[src/design/fpts_pkg.sv]
// ----------------------------------------------------------------------------
// fpts_pkg
// shared types and constants of the feedback priority thread scheduler
// ----------------------------------------------------------------------------
package fpts_pkg;

  localparam int unsigned THREAD_SLOTS_DEF = 16;
  localparam int unsigned EVENT_COUNT_DEF  = 8;

  localparam logic [15:0] QUANTUM_LOW_RST  = 16'd300;
  localparam logic [15:0] QUANTUM_MID_RST  = 16'd200;
  localparam logic [15:0] QUANTUM_HIGH_RST = 16'd100;
  localparam logic [7:0]  TICK_STEP_RST    = 8'd10;

  typedef enum logic [3:0] {
    OP_CREATE      = 4'd0,
    OP_CANCEL      = 4'd1,
    OP_WAIT_EVENT  = 4'd2,
    OP_SET_EVENT   = 4'd3,
    OP_WAIT_TICKS  = 4'd4,
    OP_TEST_CANCEL = 4'd5,
    OP_FINISH      = 4'd6,
    OP_TICK        = 4'd7,
    OP_DISPATCH    = 4'd8,
    OP_QUERY       = 4'd9,
    OP_RECLAIM     = 4'd10
  } op_t;

  typedef enum logic [1:0] {
    CFG_QUANTUM_LOW  = 2'd0,
    CFG_QUANTUM_MID  = 2'd1,
    CFG_QUANTUM_HIGH = 2'd2,
    CFG_TICK_STEP    = 2'd3
  } cfg_idx_t;

  typedef enum logic [2:0] {
    STS_OK       = 3'd0,
    STS_NO_SLOT  = 3'd1,
    STS_IGNORED  = 3'd2,
    STS_NO_RUN   = 3'd3,
    STS_EMPTY    = 3'd4
  } status_t;

  typedef enum logic [2:0] {
    SL_FREE  = 3'd0,
    SL_READY = 3'd1,
    SL_RUN   = 3'd2,
    SL_WAIT  = 3'd3,
    SL_TERM  = 3'd4
  } slot_st_t;

  typedef enum logic [2:0] {
    S_IDLE,
    S_SCAN,
    S_WAKE,
    S_APPLY,
    S_DONE
  } fsm_t;

  localparam logic [1:0] LVL_LOW  = 2'd0;
  localparam logic [1:0] LVL_HIGH = 2'd2;

  typedef struct packed {
    logic [2:0]  status;
    logic [3:0]  result_slot;
    logic        running_valid;
    logic [3:0]  running_slot;
    logic [2:0]  slot_status;
    logic [1:0]  base_level;
    logic [1:0]  current_level;
    logic [31:0] ready_time;
    logic [31:0] blocked_time;
    logic        level_changed;
  } res_t;

  function automatic logic [31:0] add_sat32(input logic [31:0] a, input logic [7:0] b);
    logic [32:0] s;
    s = {1'b0, a} + {25'd0, b};
    return s[32] ? 32'hFFFF_FFFF : s[31:0];
  endfunction

endpackage

[src/design/fpts_if.sv]
// ----------------------------------------------------------------------------
// fpts_in_if / fpts_out_if
// request and result channels of the thread scheduler
// ----------------------------------------------------------------------------
interface fpts_in_if;
  logic        valid;
  logic        ready;
  logic [3:0]  op;
  logic [1:0]  priority_req;
  logic        defer_cancel;
  logic [3:0]  thread_slot;
  logic [2:0]  event_number;
  logic [15:0] wait_ticks;
  modport source(output valid, op, priority_req, defer_cancel, thread_slot, event_number,
                 wait_ticks, input ready);
  modport sink(input valid, op, priority_req, defer_cancel, thread_slot, event_number,
               wait_ticks, output ready);
endinterface

interface fpts_out_if;
  logic        valid;
  logic        ready;
  logic [2:0]  status;
  logic [3:0]  result_slot;
  logic        running_valid;
  logic [3:0]  running_slot;
  logic [2:0]  slot_status;
  logic [1:0]  base_level;
  logic [1:0]  current_level;
  logic [31:0] ready_time;
  logic [31:0] blocked_time;
  logic        level_changed;
  modport source(output valid, status, result_slot, running_valid, running_slot,
                 slot_status, base_level, current_level, ready_time, blocked_time,
                 level_changed, input ready);
  modport sink(input valid, status, result_slot, running_valid, running_slot,
               slot_status, base_level, current_level, ready_time, blocked_time,
               level_changed, output ready);
endinterface

[src/design/fpts_pick.sv]
// ----------------------------------------------------------------------------
// fpts_pick
// shared compare unit: highest current level first, then oldest entry
// ----------------------------------------------------------------------------
module fpts_pick
  import fpts_pkg::*;
(
  input  logic        cand,
  input  logic [1:0]  cand_lvl,
  input  logic [31:0] cand_stamp,
  input  logic [31:0] stamp_now,
  input  logic        best_v,
  input  logic [1:0]  best_lvl,
  input  logic [31:0] best_age,
  output logic        take,
  output logic [31:0] cand_age
);
  assign cand_age = stamp_now - cand_stamp;
  assign take = cand && (!best_v || (cand_lvl > best_lvl) ||
                         ((cand_lvl == best_lvl) && (cand_age > best_age)));
endmodule

[src/design/feedback_priority_thread_scheduler.sv]
// ----------------------------------------------------------------------------
// feedback_priority_thread_scheduler
// multilevel feedback thread scheduler over a table of thread slots
// ----------------------------------------------------------------------------
// one command is taken on in_req when valid and ready are high; one result
// leaves on out_res. the slot table is walked one entry per cycle through a
// single access port and a shared level/age compare unit.
// direct commands (cancel, wait, finish, query, test) go through S_APPLY to
// S_DONE, or straight to S_DONE when rejected at once; create, set_event and
// dispatch scan the table in S_SCAN and then apply; reclaim and a scan that
// finds nothing go from S_SCAN to S_DONE; a tick scans the table, then makes
// a wake pass in S_WAKE, each woken thread costing one more table pass.
// in_req.ready is high only while no command is in work; one command at a
// time. the result sits in an output register until taken and the next
// command is taken meanwhile; its result waits in the final state while the
// previous one is still pending on a stalled receiver.
// reset: all slots free, nothing running, quanta 300/200/100, tick step 10.
// configuration is written on cfg_we with cfg_index and cfg_data.
// ----------------------------------------------------------------------------
module feedback_priority_thread_scheduler
  import fpts_pkg::*;
#(
  parameter int unsigned THREAD_SLOTS = THREAD_SLOTS_DEF,
  parameter int unsigned EVENT_COUNT  = EVENT_COUNT_DEF
)(
  input  logic        clk,
  input  logic        rst_n,
  input  logic        cfg_we,
  input  logic [1:0]  cfg_index,
  input  logic [15:0] cfg_data,
  fpts_in_if.sink     in_req,
  fpts_out_if.source  out_res
);
  localparam int unsigned SW   = (THREAD_SLOTS > 1) ? $clog2(THREAD_SLOTS) : 1;
  localparam int unsigned EW   = $clog2(EVENT_COUNT + 1);
  localparam logic [SW-1:0] LAST = SW'(THREAD_SLOTS - 1);
  localparam logic [EW-1:0] NOT_WAITING = EW'(EVENT_COUNT);

  typedef struct packed {
    logic [2:0]  st;
    logic [1:0]  init_lvl;
    logic [1:0]  pres_lvl;
    logic        deferred;
    logic        pending;
    logic [EW-1:0] awaited;
    logic [15:0] target;
    logic [15:0] count;
    logic [31:0] stamp;
    logic [31:0] queued;
    logic [31:0] waited;
  } entry_t;

  entry_t      tab_r [THREAD_SLOTS];
  logic [THREAD_SLOTS-1:0] due_r, due_nxt;

  logic [15:0] quanta_r [3];
  logic [7:0]  step_r;

  fsm_t        state_r, state_nxt;
  logic [SW-1:0] idx_r, idx_nxt;
  logic [3:0]  op_r, op_nxt;
  logic [1:0]  preq_r, preq_nxt;
  logic        cmode_r, cmode_nxt;
  logic [2:0]  ev_r, ev_nxt;
  logic [15:0] ticks_r, ticks_nxt;
  logic        best_v_r, best_v_nxt;
  logic [SW-1:0] best_idx_r, best_idx_nxt;
  logic [1:0]  best_lvl_r, best_lvl_nxt;
  logic [31:0] best_age_r, best_age_nxt;
  logic        run_r, run_nxt;
  logic [SW-1:0] run_id_r, run_id_nxt;
  logic [15:0] qe_r, qe_nxt;
  logic [31:0] sc_r, sc_nxt;
  res_t        res_r, res_nxt;
  res_t        out_r, out_nxt;
  logic        out_v_r, out_v_nxt;

  entry_t rd, wr;
  logic   we;
  logic   cand, take;
  logic [31:0] cand_age;
  logic [16:0] qe_sum;
  logic [1:0]  lv;
  logic        ev_ok;

  assign rd = tab_r[idx_r];

  fpts_pick u_pick (
    .cand(cand), .cand_lvl(rd.pres_lvl), .cand_stamp(rd.stamp), .stamp_now(sc_r),
    .best_v(best_v_r), .best_lvl(best_lvl_r), .best_age(best_age_r),
    .take(take), .cand_age(cand_age)
  );

  always_comb begin
    cand = 1'b0;
    case (state_r)
      S_SCAN: begin
        case (op_r)
          OP_SET_EVENT: cand = (rd.st == SL_WAIT) && (rd.target == 16'd0) &&
                               (32'(rd.awaited) == 32'(ev_r));
          OP_DISPATCH:  cand = (rd.st == SL_READY);
          default:      cand = 1'b0;
        endcase
      end
      S_WAKE:  cand = due_r[idx_r] && (rd.st == SL_WAIT);
      default: cand = 1'b0;
    endcase
  end

  assign ev_ok  = 32'(in_req.event_number) < EVENT_COUNT;
  assign qe_sum = {1'b0, qe_r} + {9'd0, step_r};
  assign lv     = (rd.pres_lvl > LVL_HIGH) ? LVL_HIGH : rd.pres_lvl;
  assign in_req.ready = (state_r == S_IDLE);

  always_comb begin
    state_nxt = state_r;  idx_nxt = idx_r;
    op_nxt = op_r; preq_nxt = preq_r; cmode_nxt = cmode_r;
    ev_nxt = ev_r; ticks_nxt = ticks_r;
    best_v_nxt = best_v_r; best_idx_nxt = best_idx_r;
    best_lvl_nxt = best_lvl_r; best_age_nxt = best_age_r;
    run_nxt = run_r; run_id_nxt = run_id_r; qe_nxt = qe_r; sc_nxt = sc_r;
    res_nxt = res_r; out_nxt = out_r; out_v_nxt = out_v_r; due_nxt = due_r;
    we = 1'b0; wr = rd;

    if (out_v_r && out_res.ready) out_v_nxt = 1'b0;

    case (state_r)
      S_IDLE: begin
        if (in_req.valid) begin
          op_nxt = in_req.op; preq_nxt = in_req.priority_req;
          cmode_nxt = in_req.defer_cancel;
          ev_nxt = in_req.event_number; ticks_nxt = in_req.wait_ticks;
          res_nxt = '0; best_v_nxt = 1'b0; idx_nxt = '0;
          case (in_req.op)
            OP_CREATE, OP_RECLAIM: state_nxt = S_SCAN;
            OP_CANCEL: begin
              if (in_req.thread_slot == 4'd0 || 32'(in_req.thread_slot) >= THREAD_SLOTS) begin
                res_nxt.status = STS_IGNORED; state_nxt = S_DONE;
              end else begin
                idx_nxt = SW'(in_req.thread_slot); state_nxt = S_APPLY;
              end
            end
            OP_WAIT_EVENT, OP_WAIT_TICKS, OP_TEST_CANCEL, OP_FINISH: begin
              if (!run_r) begin
                res_nxt.status = STS_NO_RUN; state_nxt = S_DONE;
              end else if (in_req.op == OP_WAIT_EVENT && !ev_ok) begin
                res_nxt.status = STS_IGNORED; state_nxt = S_DONE;
              end else begin
                idx_nxt = run_id_r; state_nxt = S_APPLY;
              end
            end
            OP_SET_EVENT: begin
              if (!ev_ok) begin
                res_nxt.status = STS_IGNORED; state_nxt = S_DONE;
              end else begin
                state_nxt = S_SCAN;
              end
            end
            OP_TICK: begin
              qe_nxt = qe_sum[16] ? 16'hFFFF : qe_sum[15:0];
              state_nxt = S_SCAN;
            end
            OP_DISPATCH: begin
              if (run_r) begin
                res_nxt.status = STS_IGNORED; state_nxt = S_DONE;
              end else begin
                state_nxt = S_SCAN;
              end
            end
            OP_QUERY: begin
              if (32'(in_req.thread_slot) >= THREAD_SLOTS) begin
                res_nxt.status = STS_IGNORED; state_nxt = S_DONE;
              end else begin
                idx_nxt = SW'(in_req.thread_slot); state_nxt = S_APPLY;
              end
            end
            default: begin
              res_nxt.status = STS_IGNORED; state_nxt = S_DONE;
            end
          endcase
        end
      end

      S_SCAN: begin
        case (op_r)
          OP_CREATE: begin
            if (rd.st == SL_FREE && !best_v_r) begin
              best_v_nxt = 1'b1; best_idx_nxt = idx_r;
            end
          end
          OP_TICK: begin
            we = 1'b1;
            due_nxt[idx_r] = 1'b0;
            if (rd.st == SL_READY) begin
              wr.queued = add_sat32(rd.queued, step_r);
            end else if (rd.st == SL_WAIT) begin
              wr.waited = add_sat32(rd.waited, step_r);
              if (rd.target != 16'd0) begin
                if (rd.count != 16'hFFFF) wr.count = rd.count + 16'd1;
                due_nxt[idx_r] = (wr.count >= rd.target);
              end
            end
          end
          OP_RECLAIM: begin
            if (rd.st == SL_TERM) begin
              we = 1'b1;
              wr = '0;
              wr.st = SL_FREE;
              wr.awaited = NOT_WAITING;
            end
          end
          default: begin
            if (take) begin
              best_v_nxt = 1'b1; best_idx_nxt = idx_r;
              best_lvl_nxt = rd.pres_lvl; best_age_nxt = cand_age;
            end
          end
        endcase
        if (idx_r == LAST) begin
          case (op_r)
            OP_TICK: begin
              idx_nxt = '0; best_v_nxt = 1'b0; state_nxt = S_WAKE;
            end
            OP_RECLAIM: state_nxt = S_DONE;
            default: begin
              if (best_v_nxt) begin
                idx_nxt = best_idx_nxt; state_nxt = S_APPLY;
              end else begin
                res_nxt.status = (op_r == OP_CREATE) ? STS_NO_SLOT :
                                 (op_r == OP_DISPATCH) ? STS_EMPTY : STS_IGNORED;
                state_nxt = S_DONE;
              end
            end
          endcase
        end else begin
          idx_nxt = idx_r + 1'b1;
        end
      end

      S_WAKE: begin
        if (take) begin
          best_v_nxt = 1'b1; best_idx_nxt = idx_r;
          best_lvl_nxt = rd.pres_lvl; best_age_nxt = cand_age;
        end
        if (idx_r == LAST) begin
          if (best_v_nxt) begin
            idx_nxt = best_idx_nxt; state_nxt = S_APPLY;
          end else if (run_r) begin
            idx_nxt = run_id_r; state_nxt = S_APPLY;
          end else begin
            state_nxt = S_DONE;
          end
        end else begin
          idx_nxt = idx_r + 1'b1;
        end
      end

      S_APPLY: begin
        state_nxt = S_DONE;
        case (op_r)
          OP_CREATE: begin
            we = 1'b1;
            wr = '0;
            wr.st = SL_READY;
            wr.init_lvl = (preq_r == 2'd3) ? LVL_LOW : preq_r;
            wr.pres_lvl = (preq_r == 2'd3) ? LVL_LOW : preq_r;
            wr.deferred = cmode_r;
            wr.awaited = NOT_WAITING;
            wr.stamp = sc_r; sc_nxt = sc_r + 32'd1;
            res_nxt.result_slot = 4'(idx_r);
          end
          OP_CANCEL: begin
            if (rd.st != SL_READY && rd.st != SL_WAIT) begin
              res_nxt.status = STS_IGNORED;
            end else if (rd.deferred) begin
              we = 1'b1; wr.pending = 1'b1;
            end else begin
              we = 1'b1; wr.st = SL_TERM; wr.stamp = sc_r; sc_nxt = sc_r + 32'd1;
            end
          end
          OP_WAIT_EVENT, OP_WAIT_TICKS: begin
            we = 1'b1;
            if (qe_r < quanta_r[lv]) begin
              if (lv < LVL_HIGH) begin
                wr.pres_lvl = lv + 2'd1; res_nxt.level_changed = 1'b1;
              end
            end else if (lv > LVL_LOW) begin
              wr.pres_lvl = lv - 2'd1; res_nxt.level_changed = 1'b1;
            end
            if (op_r == OP_WAIT_EVENT) begin
              wr.awaited = EW'(ev_r); wr.target = 16'd0;
            end else begin
              wr.awaited = NOT_WAITING;
              wr.target = (ticks_r == 16'd0) ? 16'd1 : ticks_r;
            end
            wr.count = 16'd0;
            wr.st = SL_WAIT; wr.stamp = sc_r; sc_nxt = sc_r + 32'd1;
            run_nxt = 1'b0; run_id_nxt = '0;
          end
          OP_SET_EVENT: begin
            we = 1'b1;
            wr.awaited = NOT_WAITING;
            wr.st = SL_READY; wr.stamp = sc_r; sc_nxt = sc_r + 32'd1;
            res_nxt.result_slot = 4'(idx_r);
          end
          OP_TEST_CANCEL, OP_FINISH: begin
            if (op_r == OP_TEST_CANCEL && !rd.pending) begin
              res_nxt.status = STS_IGNORED;
            end else begin
              we = 1'b1;
              wr.st = SL_TERM; wr.stamp = sc_r; sc_nxt = sc_r + 32'd1;
              run_nxt = 1'b0; run_id_nxt = '0;
            end
          end
          OP_TICK: begin
            if (best_v_r) begin
              we = 1'b1;
              wr.target = 16'd0; wr.count = 16'd0;
              wr.st = SL_READY; wr.stamp = sc_r; sc_nxt = sc_r + 32'd1;
              due_nxt[idx_r] = 1'b0;
              best_v_nxt = 1'b0; idx_nxt = '0; state_nxt = S_WAKE;
            end else if (qe_r >= quanta_r[lv]) begin
              we = 1'b1;
              if (lv > LVL_LOW) begin
                wr.pres_lvl = lv - 2'd1; res_nxt.level_changed = 1'b1;
              end
              wr.st = SL_READY; wr.stamp = sc_r; sc_nxt = sc_r + 32'd1;
              run_nxt = 1'b0; run_id_nxt = '0;
            end
          end
          OP_DISPATCH: begin
            we = 1'b1; wr.st = SL_RUN;
            run_nxt = 1'b1; run_id_nxt = idx_r; qe_nxt = 16'd0;
          end
          OP_QUERY: begin
            res_nxt.result_slot = 4'(idx_r);
            res_nxt.slot_status = rd.st;
            res_nxt.base_level = rd.init_lvl;
            res_nxt.current_level = rd.pres_lvl;
            res_nxt.ready_time = rd.queued;
            res_nxt.blocked_time = rd.waited;
          end
          default: ;
        endcase
      end

      S_DONE: begin
        if (!out_v_r || out_res.ready) begin
          res_nxt.running_valid = run_r;
          res_nxt.running_slot = run_r ? 4'(run_id_r) : 4'd0;
          out_nxt = res_nxt;
          out_v_nxt = 1'b1;
          state_nxt = S_IDLE;
        end
      end

      default: state_nxt = S_IDLE;
    endcase
  end

  always_ff @(posedge clk) begin
    if (!rst_n) begin
      state_r <= S_IDLE;
      run_r <= 1'b0; run_id_r <= '0; qe_r <= '0; sc_r <= '0;
      out_v_r <= 1'b0; best_v_r <= 1'b0; due_r <= '0; idx_r <= '0;
      quanta_r[0] <= QUANTUM_LOW_RST;
      quanta_r[1] <= QUANTUM_MID_RST;
      quanta_r[2] <= QUANTUM_HIGH_RST;
      step_r <= TICK_STEP_RST;
    end else begin
      state_r <= state_nxt;
      run_r <= run_nxt; run_id_r <= run_id_nxt; qe_r <= qe_nxt; sc_r <= sc_nxt;
      out_v_r <= out_v_nxt; best_v_r <= best_v_nxt; due_r <= due_nxt; idx_r <= idx_nxt;
      if (cfg_we) begin
        case (cfg_index)
          CFG_QUANTUM_LOW:  quanta_r[0] <= cfg_data;
          CFG_QUANTUM_MID:  quanta_r[1] <= cfg_data;
          CFG_QUANTUM_HIGH: quanta_r[2] <= cfg_data;
          CFG_TICK_STEP:    step_r <= cfg_data[7:0];
          default: ;
        endcase
      end
    end
  end

  always_ff @(posedge clk) begin
    op_r <= op_nxt; preq_r <= preq_nxt; cmode_r <= cmode_nxt;
    ev_r <= ev_nxt; ticks_r <= ticks_nxt;
    best_idx_r <= best_idx_nxt; best_lvl_r <= best_lvl_nxt; best_age_r <= best_age_nxt;
    res_r <= res_nxt;
    out_r <= out_nxt;
  end

  // slot table; order stamps need no reset, the rest is reset
  always_ff @(posedge clk) begin
    if (!rst_n) begin
      for (int i = 0; i < THREAD_SLOTS; i++) begin
        tab_r[i].st <= SL_FREE;
        tab_r[i].init_lvl <= '0; tab_r[i].pres_lvl <= '0;
        tab_r[i].deferred <= 1'b0; tab_r[i].pending <= 1'b0;
        tab_r[i].awaited <= NOT_WAITING;
        tab_r[i].target <= '0; tab_r[i].count <= '0;
        tab_r[i].queued <= '0; tab_r[i].waited <= '0;
      end
    end else if (we) begin
      tab_r[idx_r] <= wr;
    end
  end

  assign out_res.valid         = out_v_r;
  assign out_res.status        = out_r.status;
  assign out_res.result_slot   = out_r.result_slot;
  assign out_res.running_valid = out_r.running_valid;
  assign out_res.running_slot  = out_r.running_slot;
  assign out_res.slot_status   = out_r.slot_status;
  assign out_res.base_level    = out_r.base_level;
  assign out_res.current_level = out_r.current_level;
  assign out_res.ready_time    = out_r.ready_time;
  assign out_res.blocked_time  = out_r.blocked_time;
  assign out_res.level_changed = out_r.level_changed;

endmodule

[src/flat_wrapper.sv]
// flat-port wrapper written by rule: the top's interface ports become plain ports
module feedback_priority_thread_scheduler_flat import fpts_pkg::*;
#(
  parameter int unsigned THREAD_SLOTS = THREAD_SLOTS_DEF,
  parameter int unsigned EVENT_COUNT  = EVENT_COUNT_DEF
)
  (clk, rst_n, cfg_we, cfg_index, cfg_data, in_req_valid, in_req_op, in_req_priority_req, in_req_defer_cancel, in_req_thread_slot, in_req_event_number, in_req_wait_ticks, in_req_ready, out_res_valid, out_res_status, out_res_result_slot, out_res_running_valid, out_res_running_slot, out_res_slot_status, out_res_base_level, out_res_current_level, out_res_ready_time, out_res_blocked_time, out_res_level_changed, out_res_ready);
  fpts_in_if in_req_i ();
  fpts_out_if out_res_i ();
  input  logic clk;
  input  logic rst_n;
  input  logic cfg_we;
  input  logic [1:0] cfg_index;
  input  logic [15:0] cfg_data;
  input wire logic [$bits(in_req_i.valid)-1:0] in_req_valid;
  input wire logic [$bits(in_req_i.op)-1:0] in_req_op;
  input wire logic [$bits(in_req_i.priority_req)-1:0] in_req_priority_req;
  input wire logic [$bits(in_req_i.defer_cancel)-1:0] in_req_defer_cancel;
  input wire logic [$bits(in_req_i.thread_slot)-1:0] in_req_thread_slot;
  input wire logic [$bits(in_req_i.event_number)-1:0] in_req_event_number;
  input wire logic [$bits(in_req_i.wait_ticks)-1:0] in_req_wait_ticks;
  output wire logic [$bits(in_req_i.ready)-1:0] in_req_ready;
  output wire logic [$bits(out_res_i.valid)-1:0] out_res_valid;
  output wire logic [$bits(out_res_i.status)-1:0] out_res_status;
  output wire logic [$bits(out_res_i.result_slot)-1:0] out_res_result_slot;
  output wire logic [$bits(out_res_i.running_valid)-1:0] out_res_running_valid;
  output wire logic [$bits(out_res_i.running_slot)-1:0] out_res_running_slot;
  output wire logic [$bits(out_res_i.slot_status)-1:0] out_res_slot_status;
  output wire logic [$bits(out_res_i.base_level)-1:0] out_res_base_level;
  output wire logic [$bits(out_res_i.current_level)-1:0] out_res_current_level;
  output wire logic [$bits(out_res_i.ready_time)-1:0] out_res_ready_time;
  output wire logic [$bits(out_res_i.blocked_time)-1:0] out_res_blocked_time;
  output wire logic [$bits(out_res_i.level_changed)-1:0] out_res_level_changed;
  input wire logic [$bits(out_res_i.ready)-1:0] out_res_ready;
  assign in_req_i.valid = in_req_valid;
  assign in_req_i.op = in_req_op;
  assign in_req_i.priority_req = in_req_priority_req;
  assign in_req_i.defer_cancel = in_req_defer_cancel;
  assign in_req_i.thread_slot = in_req_thread_slot;
  assign in_req_i.event_number = in_req_event_number;
  assign in_req_i.wait_ticks = in_req_wait_ticks;
  assign in_req_ready = in_req_i.ready;
  assign out_res_valid = out_res_i.valid;
  assign out_res_status = out_res_i.status;
  assign out_res_result_slot = out_res_i.result_slot;
  assign out_res_running_valid = out_res_i.running_valid;
  assign out_res_running_slot = out_res_i.running_slot;
  assign out_res_slot_status = out_res_i.slot_status;
  assign out_res_base_level = out_res_i.base_level;
  assign out_res_current_level = out_res_i.current_level;
  assign out_res_ready_time = out_res_i.ready_time;
  assign out_res_blocked_time = out_res_i.blocked_time;
  assign out_res_level_changed = out_res_i.level_changed;
  assign out_res_i.ready = out_res_ready;
  feedback_priority_thread_scheduler #(.THREAD_SLOTS(THREAD_SLOTS), .EVENT_COUNT(EVENT_COUNT)) u_core (.clk(clk), .rst_n(rst_n), .cfg_we(cfg_we), .cfg_index(cfg_index), .cfg_data(cfg_data), .in_req(in_req_i), .out_res(out_res_i));
endmodule
[config.mk]
export PLATFORM = sky130hd
export DESIGN_NAME = feedback_priority_thread_scheduler_flat
export DESIGN_NICKNAME = d
export VERILOG_FILES = /design/src/design/fpts_pkg.sv /design/src/design/fpts_if.sv /design/src/design/fpts_pick.sv /design/src/design/feedback_priority_thread_scheduler.sv /design/src/flat_wrapper.sv
export SDC_FILE = /design/constraint.sdc
export NUM_CORES = 2
export LEC_CHECK = 0
export BUFFER_PORTS_ARGS = -buffer_cell sky130_fd_sc_hd__buf_2
export CAP_MARGIN = 20
export CELL_PAD_IN_SITES_DETAIL_PLACEMENT = 0
export CELL_PAD_IN_SITES_GLOBAL_PLACEMENT = 1
export CORE_MARGIN = 2
export CORE_UTILIZATION = 40
export DETAILED_ROUTE_END_ITERATION = 6
export MAX_ROUTING_LAYER = met4
export PLACE_DENSITY = 0.59
export SYNTH_ARGS = -nofsm -noshare
export SYNTH_HDL_FRONTEND = slang
export SYNTH_SLANG_ARGS = --single-unit
[constraint.sdc]
create_clock -name clk -period 10.7 [get_ports clk]
set_input_delay 0.535 -clock clk [delete_from_list [all_inputs] [get_ports clk]]
set_output_delay 0.535 -clock clk [all_outputs]
set_load 0.1 [all_outputs]
==> metrics.cfg <==
[global_routing]
globalRouteMet2Util_pct=42.5
grt.met1_usage_pct=35.5
use_met3_pct=3.39
grt_max_degree=110
grt_pass1_vias=72200
grt_pass1_wl_um=545000
top_usage_layer=met2
grt_overflow=0
antenna_found_initial=11
grt_use_total_pct=26.6

[pwr]
clkPwrFrac_pct=35.6
p_sw_mw=8.54
swShare_pct=30.5
seq_power_share_pct=43.0
combPwrFrac_pct=21.4
intPower_mw=19.5
p_per_area_nw_per_um2=212
ir_worst_vdd_v=0.000141
p_leak_nw=44.8

[route]
drtIter0Drc=7952
drc_errors=0
wire_per_inst_um=31.5
ant_nets=0
drt-pass1-iter-count=6
drt-total-wl_um=385000
vias=71900
viasPerCell=5.88

[clocking]
clk_root_buffer_cell=clkbuf_16
cts_setup_buffers=0
htreeDepth=5
clkSinkCount=2621
cts_buffers=293
clockBufferDepth=4
clk_latency_ns=0.92
cts_tree=done
clkTransAtPathRegs_ns=0.06

[die]
die_w_um=544
rows=198
dieArea_um2=296000
core_um2=291000
num_io_pins=139
start_util_pct=40.2
die_height_um=544

[timing]
fmax_mhz=117
fin_crit_ns=8.54
rsz0062_at_grt=false
finalMaxSlewViolations=0
finalSetupTns_ns=0
hold_violations=0
post-route-period-util_pct=79.8
slew_headroom_pct=13.8
worst_pin_slew_ns=1.29
setup_violations=0
fin_skew_ns=0.0603

[placed_design]
io_buffers=138
gp_congestion=0.876
hpwl_um=216000

[worst_setup_path]
worstPathArrival_ns=9.35
worstPathRequired_ns=11.51
worstSetupPathType=reg2reg
cp_max_fo=41
cpMaxStageDelayCell=dfxtp_4
critPathMaxStageDelay_ns=0.86
startpoint_type=flop
crit_path_end_kind=flop
reg2reg_depth=27
r2r_slack_ns=2.16

[worst_hold_path]
hp-class=in2reg

[cells_and_area]
syn_to_final_growth_pct=13.1
final_cell_mix=2531 x edfxtp_1, 1928 x nor2_1, 601 x mux4_2
final_util_pct=45.4
filler_cell_count=25700
layout.nets=8283
layout-drive-gt1-share_pct=19.1
final_common_cell=edfxtp_1

[outcome]
status=finished, final reports clean

[yosys]
yosys-top-cells-area=edfxtp_1 65%, mux4_2 12%, nor2_1 6.2%
ys_seq_area_share_pct=66.6
syn-mean-instance-area_um2=14.7
synth-main-ff-cell=edfxtp_1
synth.largest_area_cell=edfxtp_1
yosysUniqueCellTypes=107
ys_ff_latch=2621
synth_top_area_share_pct=65.1
async_reset_ff_share_pct=0
synth.cell_area_um2=117000
synth_fp_nets=8132
synth_edf_count=2531
yosys_warnings=0
syn-instance-count=7944

[flow_run]
cap_violations=0

[sequential cells by signal, indices dropped and copies added (netlist names), 3 cells and up, named ones only]
register	flops
u_core.tab_r	2256
u_core.res_r	79
u_core.quanta_r	48
u_core.best_age_r	32
u_core.out_res.blocked_time	32
u_core.out_res.ready_time	32
u_core.sc_r	32
u_core.qe_r	16
u_core.ticks_r	16
u_core.due_r	15
u_core.step_r	8
u_core.best_idx_r	4
u_core.idx_r	4
u_core.op_r	4
u_core.out_res.result_slot	4
u_core.out_res.running_slot	4
u_core.run_id_r	4
u_core.ev_r	3
u_core.out_res.slot_status	3
u_core.out_res.status	3
u_core.state_r	3
[critical path, delay by kind of cell, from the launching register on]
kind,cells,cell delay [ns]
buf+inv,1,0.76
flops,1,0.86
xor+xnor,1,0.22
fa+ha+maj,3,0.96
mux,3,1.28
compound gates,13,3.23
simple gates,6,1.12
[final cells by class]
| cell class | count | area (um^2) | area share, % |
|---|---|---|---|
| sequential | 2621 | 77800 | 58.9 |
| multi-input combinational | 4556 | 35700 | 27.0 |
| clock buffer | 354 | 7610 | 5.76 |
| tap | 3900 | 4880 | 3.69 |
| timing repair buffer | 450 | 3710 | 2.81 |
| clock inverter | 166 | 1680 | 1.27 |
| inverter | 173 | 661 | 0.500 |
| antenna | 9 | 22.5 | 0.0170 |
[per-stage QoR]
step / power [mW] / worst slack, ns / cells / cell area, um^2 / hold WS (ns)
5_1_grt: 29.0 / 1.54 / 12200 / 132000 / 0.0538
3_3_place_gp: 18.2 / 2.09 / 11600 / 122000 / 0.401
4_1_cts: 28.2 / 2.03 / 12200 / 132000 / 0.0276
3_5_place_dp: 18.3 / 2.10 / 11700 / 122000 / 0.405
2_1_floorplan: 16.2 / 0.962 / 7944 / 117000 / 0.400
6_report: 28.0 / 2.16 / 12200 / 132000 / 0.0683
[metal layers]
layer / vias to the layer above / part of all wire [%]
met5: - / 0
met3: 636 / 6.8
met2: 3091 / 48
met4: 0 / 3.5
met1: 38000 / 42
li1: 30200 / -
[how the worst min path moves through the flow]
| stage | start | end | slack [ns] | depth (start not counted) |
|---|---|---|---|---|
| 6_report | cfg_data[12] | u_core.quanta_r[2][12] | 0.07 | 2 |
| 5_1_grt | cfg_data[12] | u_core.quanta_r[2][12] | 0.05 | 2 |
| 4_1_cts | cfg_data[12] | u_core.quanta_r[2][12] | 0.03 | 2 |
| 3_5_place_dp | u_core.res_r[1] | u_core.out_res.blocked_time[0] | 0.40 | 0 |
| 3_3_place_gp | u_core.res_r[4] | u_core.out_res.blocked_time[3] | 0.40 | 0 |
| 2_1_floorplan | u_core.res_r[67] | u_core.out_res.base_level[0] | 0.40 | 0 |
[cell families (layout without fill, tap and decap cells)]
kind of cell / after synthesis / in the layout / synth area share [%]
other cells: 0 / 9 / 0
xor+xnor: 93 / 93 / 0.697
simple gates: 2753 / 2753 / 9.86
fa+ha+maj: 135 / 135 / 1.47
buf+inv: 767 / 1143 / 3.24
mux: 775 / 775 / 13.7
compound gates: 800 / 800 / 4.45
flops: 2621 / 2621 / 66.6
[Yosys cell counts (8+ instances only)]
cell         n
inv_1      171
and3_1      29
a21boi_0    33
mux4_1      41
o21ai_0    173
a211oi_1    34
ha_1       131
nand2b_1    29
clkbuf_1   329
a21oi_1    225
buf_8       10
o31ai_1     17
mux2i_1    106
a22oi_1     52
a22o_1      38
o21ai_1      8
buf_6       45
nor2b_1     31
dfxtp_1     90
or2_2       15
nor2_2       9
nor4_1      22
edfxtp_1  2531
or3_1       22
buf_4       44
xor2_1      25
nand3_1    120
mux4_2     601
nand2_1    317
nor3_1      44
a221oi_1     9
nor2_1    1930
xnor2_1     68
o22ai_1     10
a31oi_1     37
a21o_1      32
o211ai_1    18
o21a_1      22
and2_1     106
buf_1       17
nand4_1     35
a31o_2       8
buf_2      141
mux2_2      26
[power groups by stage]
stage	Combinational, mW	Sequential [mW]	Clock, mW
2_1_floorplan	3.77	12.4	0
3_3_place_gp	5.92	12.3	0
3_5_place_dp	5.98	12.3	0
4_1_cts	6.01	12.1	10.1
5_1_grt	6.39	12.1	10.5
6_report	6.00	12.1	9.96
[timing repair]
action | in CTS | in global routing
endpoints found under the hold margin | 77 | 0
setup endpoints to repair | 0 | 0
hold buffers | 42 | 0
gates resized for setup | 0 | 0
No activity file was read; power rests on OpenSTA's default activity.
